<file path="config.mk">
export PLATFORM = sky130hd
export DESIGN_NAME = rte_ctrl
export DESIGN_NICKNAME = d
export VERILOG_FILES = /design/src/design/rte_pkg.sv /design/src/design/rte_ctrl.sv
export SDC_FILE = /design/constraint.sdc
export NUM_CORES = 1
export LEC_CHECK = 0
export ABC_AREA = 1
export BUFFER_PORTS_ARGS = -buffer_cell sky130_fd_sc_hd__buf_2
export CORE_MARGIN = 2
export CORE_UTILIZATION = 26
export CTS_CLUSTER_DIAMETER = 200
export DETAILED_ROUTE_END_ITERATION = 10
export PLACE_DENSITY_LB_ADDON = 0.05
export SETUP_SLACK_MARGIN = 0.15
export SYNTH_ARGS = -nofsm -noshare
export SYNTH_HDL_FRONTEND = slang
export SYNTH_SLANG_ARGS = --single-unit
export TNS_END_PERCENT = 20
</file>
<file path="constraint.sdc">
create_clock -name i_clk -period 3.31 [get_ports i_clk]
set_input_delay 0.4965 -clock i_clk [delete_from_list [all_inputs] [get_ports i_clk]]
set_output_delay 0.4965 -clock i_clk [all_outputs]
set_load 0.05 [all_outputs]
</file>
<file path="src/design/rte_pkg.sv">
// Shared types, constants and codes of the RSSI trilateration engine.
package rte_pkg;

    localparam int POS_W       = 24;
    localparam int UNC_W       = 23;
    localparam int DIST_W      = 23;
    localparam int CFG_IDX_W   = 4;
    localparam int CFG_DATA_W  = 24;
    localparam int NUM_CORNERS = 4;

    localparam int DESCENT_STEPS = 1000;
    localparam int STEP_W        = 16;
    localparam int DIST_ITERS    = 177;
    localparam int SQRT_ITERS    = 25;
    localparam int CNT_W         = 8;

    localparam logic [31:0] K_UP       = 32'd1137365027;
    localparam logic [31:0] K_DOWN     = 32'd1013677647;
    localparam logic [25:0] RECIP3     = 26'd44739243;
    localparam logic [UNC_W-1:0] UNC_MAX = {UNC_W{1'b1}};

    localparam logic [1:0] FIX_FUSED  = 2'd0;
    localparam logic [1:0] FIX_SINGLE = 2'd1;
    localparam logic [1:0] FIX_NONE   = 2'd2;

    typedef struct packed {
        logic [15:0]        tag_id;
        logic [3:0]         present_mask;
        logic signed [7:0]  rssi_a;
        logic signed [7:0]  rssi_b;
        logic signed [7:0]  rssi_c;
        logic signed [7:0]  rssi_d;
    } t_req;

    typedef struct packed {
        logic [15:0]             out_id;
        logic signed [POS_W-1:0] pos_x;
        logic signed [POS_W-1:0] pos_y;
        logic [UNC_W-1:0]        uncertainty;
        logic [1:0]              fix_kind;
    } t_res;

    typedef enum logic [4:0] {
        OP_NOP,
        OP_CAPTURE,
        OP_DIST_ITER,
        OP_DIST_FIN,
        OP_TRI_LOAD,
        OP_CENT0,
        OP_CENT1,
        OP_SQ,
        OP_SQRT_LOAD,
        OP_SQRT_ITER,
        OP_RES,
        OP_FSQ,
        OP_GRAD,
        OP_LR,
        OP_UPD,
        OP_SAVE,
        OP_EMIT
    } t_dp_op;

    typedef struct packed {
        t_dp_op     op;
        logic [1:0] triplet;
    } t_dp_cmd;

    typedef struct packed {
        logic [3:0] tri_ok;
    } t_dp_stat;

    typedef enum logic [4:0] {
        ST_IDLE,
        ST_DIST,
        ST_DIST_FIN,
        ST_TRI_SEL,
        ST_TRI_LOAD,
        ST_CENT0,
        ST_CENT1,
        ST_SQ,
        ST_SQRT_LOAD,
        ST_SQRT_ITER,
        ST_RES,
        ST_FSQ,
        ST_GRAD,
        ST_LR,
        ST_UPD,
        ST_SAVE,
        ST_EMIT
    } t_state;

endpackage

</file>
<file path="src/design/rte_ctrl.sv">
// Controller: sequences distance, centroid, descent steps, triplets and result.
module rte_ctrl (
    input  logic              i_clk,
    input  logic              i_rst_n,
    input  logic              i_start,
    input  rte_pkg::t_dp_stat i_stat,
    output rte_pkg::t_dp_cmd  o_cmd,
    output logic              o_busy
);
    import rte_pkg::*;

    t_state            r_state, n_state;
    logic [CNT_W-1:0]  r_cnt, n_cnt;
    logic [STEP_W-1:0] r_step, n_step;
    logic [1:0]        r_tri, n_tri;
    logic              r_final, n_final;

    always_comb begin
        n_state = r_state;
        n_cnt   = r_cnt;
        n_step  = r_step;
        n_tri   = r_tri;
        n_final = r_final;
        case (r_state)
            ST_IDLE: begin
                if (i_start) begin
                    n_state = ST_DIST;
                    n_cnt   = '0;
                    n_tri   = '0;
                end
            end
            ST_DIST: begin
                n_cnt = r_cnt + CNT_W'(1);
                if (r_cnt == CNT_W'(DIST_ITERS - 1)) begin
                    n_state = ST_DIST_FIN;
                end
            end
            ST_DIST_FIN: n_state = ST_TRI_SEL;
            ST_TRI_SEL: begin
                if (i_stat.tri_ok[r_tri]) begin
                    n_state = ST_TRI_LOAD;
                end else if (r_tri == 2'd3) begin
                    n_state = ST_EMIT;
                end else begin
                    n_tri = r_tri + 2'd1;
                end
            end
            ST_TRI_LOAD: n_state = ST_CENT0;
            ST_CENT0:    n_state = ST_CENT1;
            ST_CENT1: begin
                n_state = ST_SQ;
                n_step  = '0;
                n_final = 1'b0;
            end
            ST_SQ: n_state = ST_SQRT_LOAD;
            ST_SQRT_LOAD: begin
                n_state = ST_SQRT_ITER;
                n_cnt   = '0;
            end
            ST_SQRT_ITER: begin
                n_cnt = r_cnt + CNT_W'(1);
                if (r_cnt == CNT_W'(SQRT_ITERS - 1)) begin
                    n_state = ST_RES;
                end
            end
            ST_RES:  n_state = r_final ? ST_SAVE : ST_FSQ;
            ST_FSQ:  n_state = ST_GRAD;
            ST_GRAD: n_state = ST_LR;
            ST_LR:   n_state = ST_UPD;
            ST_UPD: begin
                n_state = ST_SQ;
                if (r_step == STEP_W'(DESCENT_STEPS - 1)) begin
                    n_final = 1'b1;
                end else begin
                    n_step = r_step + STEP_W'(1);
                end
            end
            ST_SAVE: begin
                if (r_tri == 2'd3) begin
                    n_state = ST_EMIT;
                end else begin
                    n_state = ST_TRI_SEL;
                    n_tri   = r_tri + 2'd1;
                end
            end
            ST_EMIT: n_state = ST_IDLE;
            default: n_state = ST_IDLE;
        endcase
    end

    always_comb begin
        o_cmd.triplet = r_tri;
        o_busy        = (r_state != ST_IDLE);
        case (r_state)
            ST_IDLE:      o_cmd.op = i_start ? OP_CAPTURE : OP_NOP;
            ST_DIST:      o_cmd.op = OP_DIST_ITER;
            ST_DIST_FIN:  o_cmd.op = OP_DIST_FIN;
            ST_TRI_LOAD:  o_cmd.op = OP_TRI_LOAD;
            ST_CENT0:     o_cmd.op = OP_CENT0;
            ST_CENT1:     o_cmd.op = OP_CENT1;
            ST_SQ:        o_cmd.op = OP_SQ;
            ST_SQRT_LOAD: o_cmd.op = OP_SQRT_LOAD;
            ST_SQRT_ITER: o_cmd.op = OP_SQRT_ITER;
            ST_RES:       o_cmd.op = OP_RES;
            ST_FSQ:       o_cmd.op = OP_FSQ;
            ST_GRAD:      o_cmd.op = OP_GRAD;
            ST_LR:        o_cmd.op = OP_LR;
            ST_UPD:       o_cmd.op = OP_UPD;
            ST_SAVE:      o_cmd.op = OP_SAVE;
            ST_EMIT:      o_cmd.op = OP_EMIT;
            default:      o_cmd.op = OP_NOP;
        endcase
    end

    always_ff @(posedge i_clk) begin
        if (!i_rst_n) begin
            r_state <= ST_IDLE;
            r_cnt   <= '0;
            r_step  <= '0;
            r_tri   <= '0;
            r_final <= 1'b0;
        end else begin
            r_state <= n_state;
            r_cnt   <= n_cnt;
            r_step  <= n_step;
            r_tri   <= n_tri;
            r_final <= n_final;
        end
    end

`ifndef SYNTHESIS
    a_busy_from_start: assert property (@(posedge i_clk) disable iff (!i_rst_n)
        $rose(o_busy) |-> $past(i_start))
        else $error("busy rose without a request");
    a_sqrt_bound: assert property (@(posedge i_clk) disable iff (!i_rst_n)
        (r_state == ST_SQRT_ITER) |-> (r_cnt < CNT_W'(SQRT_ITERS)))
        else $error("square root iteration count overrun");
    a_step_bound: assert property (@(posedge i_clk) disable iff (!i_rst_n)
        (r_state == ST_UPD) |-> (r_step < STEP_W'(DESCENT_STEPS)))
        else $error("descent step count overrun");
    a_save_final: assert property (@(posedge i_clk) disable iff (!i_rst_n)
        (r_state == ST_SAVE) |-> r_final)
        else $error("triplet saved before descent finished");
`endif

endmodule

</file>
==> impl_metrics.sql, run 1 <==
INSERT INTO impl_metrics (metric_group, metric, value, unit) VALUES
('timing', 'fin_crit', '2368', 'ps'),
('timing', 'slew_headroom', '29.50', '%'),
('clock_network', 'cts-root-buf', 'sky130_fd_sc_hd__clkbuf_8', ''),
('timing', 'worst_hold_slack', '456.6', 'ps'),
('timing', 'report.final.hold_viol_count', '0', ''),
('worst_setup_path', 'cpMostUsedCell', 'sky130_fd_sc_hd__nor2_4', ''),
('clock_network', 'clock_tree_from_tritoncts', 'yes', ''),
('synthesis', 'synth_xor_xnor_area_share', '2.295', '%'),
('worst_setup_path', 'cp_startpoint_kind', 'register', ''),
('synthesis', 'yosysWarningCount', '0', ''),
('routing', 'route.final.wire_length', '6.621', 'mm'),
('worst_setup_path', 'crit_path_cell_trace', 'inv_2 -> nor2_4 -> nand2_2 -> nor2_4 -> nor2_1 -> nand4_1 -> buf_2', ''),
('synthesis', 'synth_top_family_by_area', 'simple AND/OR/NAND/NOR gates', ''),
('pwr', 'power_leakage', '1.027', 'nW'),
('clock_network', 'cts_buffers', '5', ''),
('synthesis', 'post_synthesis_cell_type_with_the_largest_combined_area', 'sky130_fd_sc_hd__dfxtp_1', ''),
('worst_setup_path', 'timing.rr.start', 'r_state[1]', ''),
('routing', 'via_density', '4.896', ''),
('floorplanning', 'fp-row-count', '34', ''),
('synthesis', 'yosys_register_bits', '32', ''),
('floorplanning', 'design.die.area', '0.009574', 'mm^2'),
('routing', 'route.vias.total', '2409', ''),
('worst_setup_path', 'rr_worst_depth', '8', ''),
('routing', 'detailedRoute.firstIterationViolations', '89', ''),
('worst_setup_path', 'cp-end-kind', 'primary output', ''),
('layout', 'layoutNonFillerInstCount', '492', ''),
('synthesis', 'share_of_the_synthesized_area_in_compound_gates_ao_oa_aoi_oai', '10.60', '%'),
('routing', 'routedWlPerCell', '13.46', 'um'),
('synthesis', 'netlist_instances', '373', ''),
('global_route', 'grt_max_degree', '30', ''),
('synthesis', 'fraction_of_synthesized_cell_area_taken_by_the_top_area_cell_type', '27.98', '%'),
('worst_setup_path', 'critical_path.endpoint', 'o_cmd[3]', ''),
('global_route', 'grt_remaining_overflow', '0', ''),
('worst_setup_path', 'largest_stage_delay_on_the_critical_path', '450', 'ps'),
('pwr', 'p_total', '1.350', 'mW'),
('layout', 'n_antenna_cell', '0', ''),
('clock_network', 'max-clock-path-buffers', '2', ''),
('worst_hold_path', 'hold_start', 'i_rst_n', ''),
('flow_run', 'cap_viol_max_count', '0', ''),
('floorplanning', 'core_area', '0.008636', 'mm^2'),
('synthesis', 'synth_seq_area_share', '27.98', '%'),
('routing', 'antenna_left', '0', ''),
('global_route', 'first_global_vias', '2376', ''),
('timing', 'tightestPinTransition', '1056', 'ps'),
('synthesis', 'largest_cells_by_area_after_synthesis', 'sky130_fd_sc_hd__dfxtp_1 28%, sky130_fd_sc_hd__nand2_1 14%, sky130_fd_sc_hd__nand3_1 11%', ''),
('placement', 'detailedPlacementHpwl', '4.931', 'mm'),
('timing', 'timing_max_transition_violations_final', '0', ''),
('layout', 'drive_above_1_share', '9.896', '%'),
('timing', 'clock-skew-final', '4.193', 'ps'),
('global_route', 'track_usage', '14.92', '%'),
('placement', 'numPlacedInstances', '484', ''),
('timing', 'timing.setup.tns', '0', 'ps'),
('timing', 'setup_viol', '0', ''),
('global_route', 'wire_length_of_the_first_global_routing_pass', '11.65', 'mm'),
('global_route', 'grt_antenna_before_repair', '0', ''),
('worst_setup_path', 'worst-path-max-fanout', '12', ''),
('pwr', 'irDropWorstVdd', '0.2371', 'mV'),
('synthesis', 'synth_simple_gate_area_share', '46.07', '%'),
('routing', 'firstDrtPassIters', '5', ''),
('clock_network', 'clk_transition_reported_paths', '70', 'ps'),
('clock_network', 'clock_latency', '280', 'ps'),
('worst_setup_path', 'worstSetupStartpoint', 'r_state[1]', ''),
('floorplanning', 'die_x', '97.85', 'um'),
('worst_setup_path', 'critPathArrivalTime', '1870', 'ps'),
('floorplanning', 'initial_utilization', '26.51', '%'),
('layout', 'area_added_between_synthesis_and_finish', '11.48', '%'),
('clock_network', 'cts_setup_buffers', '0', ''),
('synthesis', 'postSynthAreaPerCell', '6.139', 'um^2'),
('layout', 'n_fill_cell', '1003', ''),
('worst_hold_path', 'worstHoldPathType', 'input port to register', ''),
('run_status', 'run_status', 'completed', '');
[per-layer routing]
layer  up-vias  routed length [um]  track usage, %
met3         9                 162           2.577
met4         0                 102           4.915
met5         -                   0               0
li1       1247                   -               -
met2        35                3174           25.03
met1      1118                3181           19.42
[flip-flops by register name, summed over array words and instances (netlist names)]
register  flops
r_final       1
r_state       5
r_step       16
r_cnt         8
r_tri         2
[power by group]
part	total (mW)	internal [mW]	switching (mW)
clock	0.424	0.266	0.158
sequential	0.453	0.411	0.0421
combinational	0.473	0.131	0.343
total	1.35	0.807	0.543
[Yosys cell counts]
| cell type | count |
|---|---|
| sky130_fd_sc_hd__nor2_1 | 47 |
| sky130_fd_sc_hd__nor4_1 | 1 |
| sky130_fd_sc_hd__o21ai_1 | 2 |
| sky130_fd_sc_hd__nand3b_1 | 2 |
| sky130_fd_sc_hd__o21ai_0 | 7 |
| sky130_fd_sc_hd__inv_2 | 3 |
| sky130_fd_sc_hd__clkbuf_1 | 3 |
| sky130_fd_sc_hd__o2bb2ai_1 | 1 |
| sky130_fd_sc_hd__a22oi_1 | 2 |
| sky130_fd_sc_hd__o21bai_4 | 1 |
| sky130_fd_sc_hd__xor2_1 | 5 |
| sky130_fd_sc_hd__or2_2 | 1 |
| sky130_fd_sc_hd__o2111ai_1 | 1 |
| sky130_fd_sc_hd__dfxtp_1 | 32 |
| sky130_fd_sc_hd__buf_2 | 4 |
| sky130_fd_sc_hd__nor3_2 | 1 |
| sky130_fd_sc_hd__xnor2_1 | 1 |
| sky130_fd_sc_hd__nand2_1 | 88 |
| sky130_fd_sc_hd__o211ai_1 | 1 |
| sky130_fd_sc_hd__buf_4 | 2 |
| sky130_fd_sc_hd__nand2_2 | 4 |
| sky130_fd_sc_hd__inv_1 | 45 |
| sky130_fd_sc_hd__nand3_1 | 50 |
| sky130_fd_sc_hd__nor3_1 | 13 |
| sky130_fd_sc_hd__a21oi_1 | 26 |
| sky130_fd_sc_hd__nor2_4 | 3 |
| sky130_fd_sc_hd__nand3_2 | 3 |
| sky130_fd_sc_hd__and2_1 | 1 |
| sky130_fd_sc_hd__ha_1 | 4 |
| sky130_fd_sc_hd__buf_6 | 2 |
| sky130_fd_sc_hd__nand4_1 | 16 |
| sky130_fd_sc_hd__a41oi_1 | 1 |
[kinds of logic after synthesis]
logic type / count (synthesis)
simple gates: 230
buf+inv: 59
compound gates: 42
flops: 32
xor+xnor: 6
fa+ha+maj: 4
[per-stage QoR]
step | setup WS (ps) | instance area, um^2 | utilization, %
global placement | 1271 | 2426 | 28.09
finish | 941.7 | 2552 | 29.56
global route | 753.3 | 2552 | 29.56
floorplan | 695.8 | 2290 | -
detailed placement | 1235 | 2426 | 28.09
CTS | 913.2 | 2552 | 29.56
[worst max-delay path, delay by kind of cell, from the launching register on]
kind,cells,cell delay (ps)
AND/OR/NAND/NOR,5,780
buffers and inverters,2,370
flip-flops,1,450
[layout make-up]
| cell class | instances | area, um^2 | share of cell area, % |
|---|---|---|---|
| Clock buffer | 7 | 96.34 | 3.775 |
| Clock inverter | 1 | 30.03 | 1.176 |
| Timing Repair Buffer | 14 | 70.07 | 2.745 |
| Sequential cell | 32 | 640.6 | 25.10 |
| Inverter | 48 | 180.2 | 7.059 |
| Multi-Input combinational cell | 282 | 1400 | 54.85 |
| Tap cell | 108 | 135.1 | 5.294 |
[worst min path at each step]
| stage | cells after the start | endpoint | slack, ps |
|---|---|---|---|
| global placement | 1 | r_step[0] | 470 |
| finish | 3 | r_state[1] | 460 |
| floorplan | 1 | r_step[0] | 450 |
| global route | 3 | r_step[0] | 480 |
| CTS | 3 | r_state[1] | 460 |
| detailed placement | 2 | r_cnt[1] | 480 |
[layout by cell type (no fill, tap or decap)]
master,Yosys,routed
sky130_fd_sc_hd__a21oi_1,26,26
sky130_fd_sc_hd__a22oi_1,2,2
sky130_fd_sc_hd__a41oi_1,1,1
sky130_fd_sc_hd__and2_1,1,1
sky130_fd_sc_hd__buf_2,4,14
sky130_fd_sc_hd__bufinv_16,0,1
sky130_fd_sc_hd__clkbuf_8,0,7
sky130_fd_sc_hd__dfxtp_1,32,32
sky130_fd_sc_hd__ha_1,4,4
sky130_fd_sc_hd__inv_1,45,45
sky130_fd_sc_hd__inv_2,3,3
sky130_fd_sc_hd__nand2_1,88,88
sky130_fd_sc_hd__nand2_2,4,4
sky130_fd_sc_hd__nand3_1,50,50
sky130_fd_sc_hd__nand3_2,3,3
sky130_fd_sc_hd__nand3b_1,2,2
sky130_fd_sc_hd__nand4_1,16,16
sky130_fd_sc_hd__nor2_1,47,47
sky130_fd_sc_hd__nor2_4,3,3
sky130_fd_sc_hd__nor3_1,13,13
sky130_fd_sc_hd__nor3_2,1,1
sky130_fd_sc_hd__nor4_1,1,1
sky130_fd_sc_hd__o2111ai_1,1,1
sky130_fd_sc_hd__o211ai_1,1,1
sky130_fd_sc_hd__o21ai_0,7,7
sky130_fd_sc_hd__o21ai_1,2,2
sky130_fd_sc_hd__o21bai_4,1,1
sky130_fd_sc_hd__o2bb2ai_1,1,1
sky130_fd_sc_hd__or2_2,1,1
sky130_fd_sc_hd__xnor2_1,1,1
sky130_fd_sc_hd__xor2_1,5,5
Note: power is estimated with default switching activity, not from simulation.
==> inputs of run 2 (changes only) <==
Clock period 3.31 ns to 2.21 ns, I/O delays scaled along.
==> run 2 against run 1 <==
  * First-iteration DRC count is 40% lower
  * Sequential share of layout area is 0.098 points lower
  * Power is 42% higher
  * Design area is 1.2% higher
  * Global-route usage is 0.49 points lower
  * Clock skew is 5.8 ps higher
  * Non-clock buffer count is 6 higher
  * Worst hold slack worse by 110 ps
  * Flip-flop and latch count stayed put
  * Routed wire length is 2.1% higher
  * Critical endpoint unchanged
  * Largest power group unchanged
==> impl_metrics.sql, run 2 (synthesized netlist as in run 1, its figures left out) <==
INSERT INTO impl_metrics (metric_group, metric, value, unit) VALUES
('layout', 'largest_registers_ranked_by_flip_flop_count', 'r_step x16, r_cnt x8, r_state x5', ''),
('floorplanning', 'initial_utilization', '26.51', '%'),
('pwr', 'power.density_cell_area', '741.9', 'mW/mm^2'),
('worst_setup_path', 'rr_worst_depth', '10', ''),
('worst_setup_path', 'cp_slowest_cell', 'sky130_fd_sc_hd__dfxtp_1', ''),
('routing', 'antenna_left', '0', ''),
('routing', 'firstDrtPassIters', '5', ''),
('placement', 'io_buffers', '14', ''),
('global_route', 'grt_antenna_before_repair', '0', ''),
('worst_setup_path', 'reg2reg_to', 'r_step[6]', ''),
('clock_network', 'clk_transition_reported_paths', '70', 'ps'),
('floorplanning', 'design.die.area', '0.009574', 'mm^2'),
('layout', 'layout_common_cells', '88 x sky130_fd_sc_hd__nand2_1, 50 x sky130_fd_sc_hd__nand3_1, 46 x sky130_fd_sc_hd__nor2_1', ''),
('clock_network', 'cts.sink_count', '32', ''),
('global_route', 'first_global_vias', '2326', ''),
('global_route', 'wire_length_of_the_first_global_routing_pass', '11.25', 'mm'),
('layout', 'n_antenna_cell', '0', ''),
('flow_run', 'cap_viol_max_count', '0', ''),
('worst_hold_path', 'hold_start', 'i_rst_n', ''),
('worst_setup_path', 'crit_path_cell_trace', 'inv_2 -> nand3_1 -> nor2_1 -> nor2_1 -> nand4_1 -> clkbuf_4', ''),
('pwr', 'power_leakage', '1.043', 'nW'),
('run_status', 'run_status', 'completed', ''),
('routing', 'route.final.wire_length', '6.761', 'mm'),
('global_route', 'grt_max_degree', '27', ''),
('timing', 'tightestPinTransition', '463.0', 'ps'),
('pwr', 'irDropWorstVdd', '0.4079', 'mV'),
('routing', 'route.vias.total', '2423', ''),
('layout', 'n_fill_cell', '988', ''),
('worst_hold_path', 'worstHoldPathType', 'input port to register', ''),
('clock_network', 'max-clock-path-buffers', '2', ''),
('timing', 'clock-skew-final', '10.02', 'ps'),
('routing', 'routedWlPerCell', '13.58', 'um'),
('timing', 'report.final.hold_viol_count', '0', ''),
('routing', 'via_density', '4.865', ''),
('worst_hold_path', 'timing.hold.worst_path_depth', '3', ''),
('clock_network', 'cts_buffers', '5', ''),
('worst_setup_path', 'worstSetupStartpoint', 'r_state[4]', ''),
('clock_network', 'hold_buffers', '0', ''),
('timing', 'setup_viol', '0', ''),
('pwr', 'p_total', '1.916', 'mW'),
('pwr', 'comb_power_share', '38.7', '%'),
('layout', 'area_added_between_synthesis_and_finish', '12.79', '%'),
('global_route', 'track_usage', '14.43', '%'),
('clock_network', 'cts-root-buf', 'sky130_fd_sc_hd__clkbuf_8', ''),
('floorplanning', 'die_y', '97.85', 'um'),
('clock_network', 'cts-htree-levels', '2', ''),
('layout', 'finish.net_count', '400', ''),
('layout', 'area_of_the_multi_input_gates', '0.001409', 'mm^2'),
('worst_setup_path', 'cp_startpoint_kind', 'register', ''),
('floorplanning', 'fp-row-count', '34', ''),
('pwr', 'power_report.internal_total', '1.094', 'mW'),
('worst_setup_path', 'largest_stage_delay_on_the_critical_path', '370', 'ps'),
('clock_network', 'clock_tree_from_tritoncts', 'yes', ''),
('worst_setup_path', 'timing.rr.start', 'r_state[1]', ''),
('layout', 'drive_above_1_share', '12.31', '%'),
('floorplanning', 'top_level_ports', '15', ''),
('layout', 'layoutNonFillerInstCount', '498', ''),
('placement', 'dp_worst_setup_slack', '350.3', 'ps'),
('placement', 'numPlacedInstances', '488', ''),
('timing', 'timing_max_transition_violations_final', '0', ''),
('placement', 'place.gp.congestion', '0.8583', ''),
('timing', 'worst_slack', '280.1', 'ps'),
('pwr', 'power_frac_clock', '25.4', '%'),
('worst_setup_path', 'critPathArrivalTime', '1600', 'ps'),
('routing', 'detailedRoute.firstIterationViolations', '53', ''),
('worst_setup_path', 'cp-end-kind', 'primary output', ''),
('timing', 'period_share', '87.33', '%'),
('clock_network', 'clock_latency', '290', 'ps'),
('worst_setup_path', 'r2r_slack', '400', 'ps'),
('floorplanning', 'core_area', '0.008636', 'mm^2'),
('worst_setup_path', 'worstPathRequired', '1880', 'ps'),
('worst_setup_path', 'cpMostUsedCell', 'sky130_fd_sc_hd__nor2_1', ''),
('timing', 'achievable-frequency', '518.2', 'MHz'),
('worst_hold_path', 'min_to', 'r_step[0]', ''),
('global_route', 'grt_remaining_overflow', '0', ''),
('floorplanning', 'die_x', '97.85', 'um'),
('layout', 'post-route-util', '29.90', '%'),
('worst_setup_path', 'worst-path-max-fanout', '12', ''),
('timing', 'slew_headroom', '68.89', '%'),
('timing', 'grt_setup_unrepaired', 'yes', ''),
('layout', 'most_common_cell_after_layout_fill_and_taps_aside', 'sky130_fd_sc_hd__nand2_1', ''),
('routing', 'route.detailed.drc', '0', ''),
('layout', 'max_flop_register', 'r_step', ''),
('pwr', 'power.share.switching', '42.90', '%'),
('worst_setup_path', 'criticalPathCategory', 'register to primary output', ''),
('pwr', 'netSwitchingPower', '0.8218', 'mW'),
('layout', 'register_cell_area_after_layout', '645.6', 'um^2'),
('placement', 'detailedPlacementHpwl', '5.076', 'mm'),
('pwr', 'seq_power_share', '35.8', '%'),
('layout', 'number_of_flip_flops_in_the_largest_register', '16', ''),
('timing', 'fin_crit', '1930', 'ps');
run 2: cell types whose count changed in the layout (fill, tap and decap cells not counted), sizes merged:
cell / before / now
buf: 14 / 18
clkbuf: 7 / 10
bufinv: 1 / 0
run 2: worst max path at each step:
stage | cells after the start | slack [ps] | end
2_1_floorplan | 4 | -70 | o_cmd[2]
3_3_place_gp | 9 | 340 | r_step[6]
3_5_place_dp | 8 | 350 | r_step[9]
4_1_cts | 7 | 120 | o_cmd[3]
5_1_grt | 6 | 140 | o_cmd[3]
6_report | 6 | 280 | o_cmd[3]
run 2: what timing repair did:
item                                    4_1_cts  5_1_grt
endpoints found under the setup margin        3        3
buffers inserted                              0        2
gates resized for setup                       1        8
pin swaps                                     0        1
cloned                                        0        0
run 2: metrics by stage:
step	hold slack, ps	area (um^2)	setup TNS (ps)
after global placement	477.3	2462	0
after CTS	342.1	2554	0
after detailed placement	478.4	2462	0
after global routing	349.1	2582	0
after floorplan	429.1	2296	-66.49
final	345.3	2582	0
run 2: power groups by stage:
stage	logic [mW]	clock network [mW]	registers, mW
CTS	0.743	0.515	0.681
global route	0.825	0.533	0.695
finish	0.742	0.487	0.687
detailed placement	0.739	0	0.694
global placement	0.751	0	0.695
floorplan	0.535	0	0.720
run 2: worst max-delay path, delay by kind of cell, from the launching register on:
family	cells	cell delay, ps
flops	1	370
buf+inv	2	450
simple gates	4	500
run 2: layout make-up:
cell class              count  share of cell area [%]
clock buffers               8                   3.488
inverters                  48                   6.977
multi-input cells         282                   54.55
flip-flops and latches     32                   25.00
well taps                 108                   5.233
repair buffers             20                   4.748
run 2: per-layer routing:
metal	up-vias	global-route usage [%]	part of all wire, %
li1	1256	-	-
met4	0	5.556	2.3
met2	34	24.82	49
met3	14	2.505	2.2
met1	1119	17.94	47
met5	-	0	0
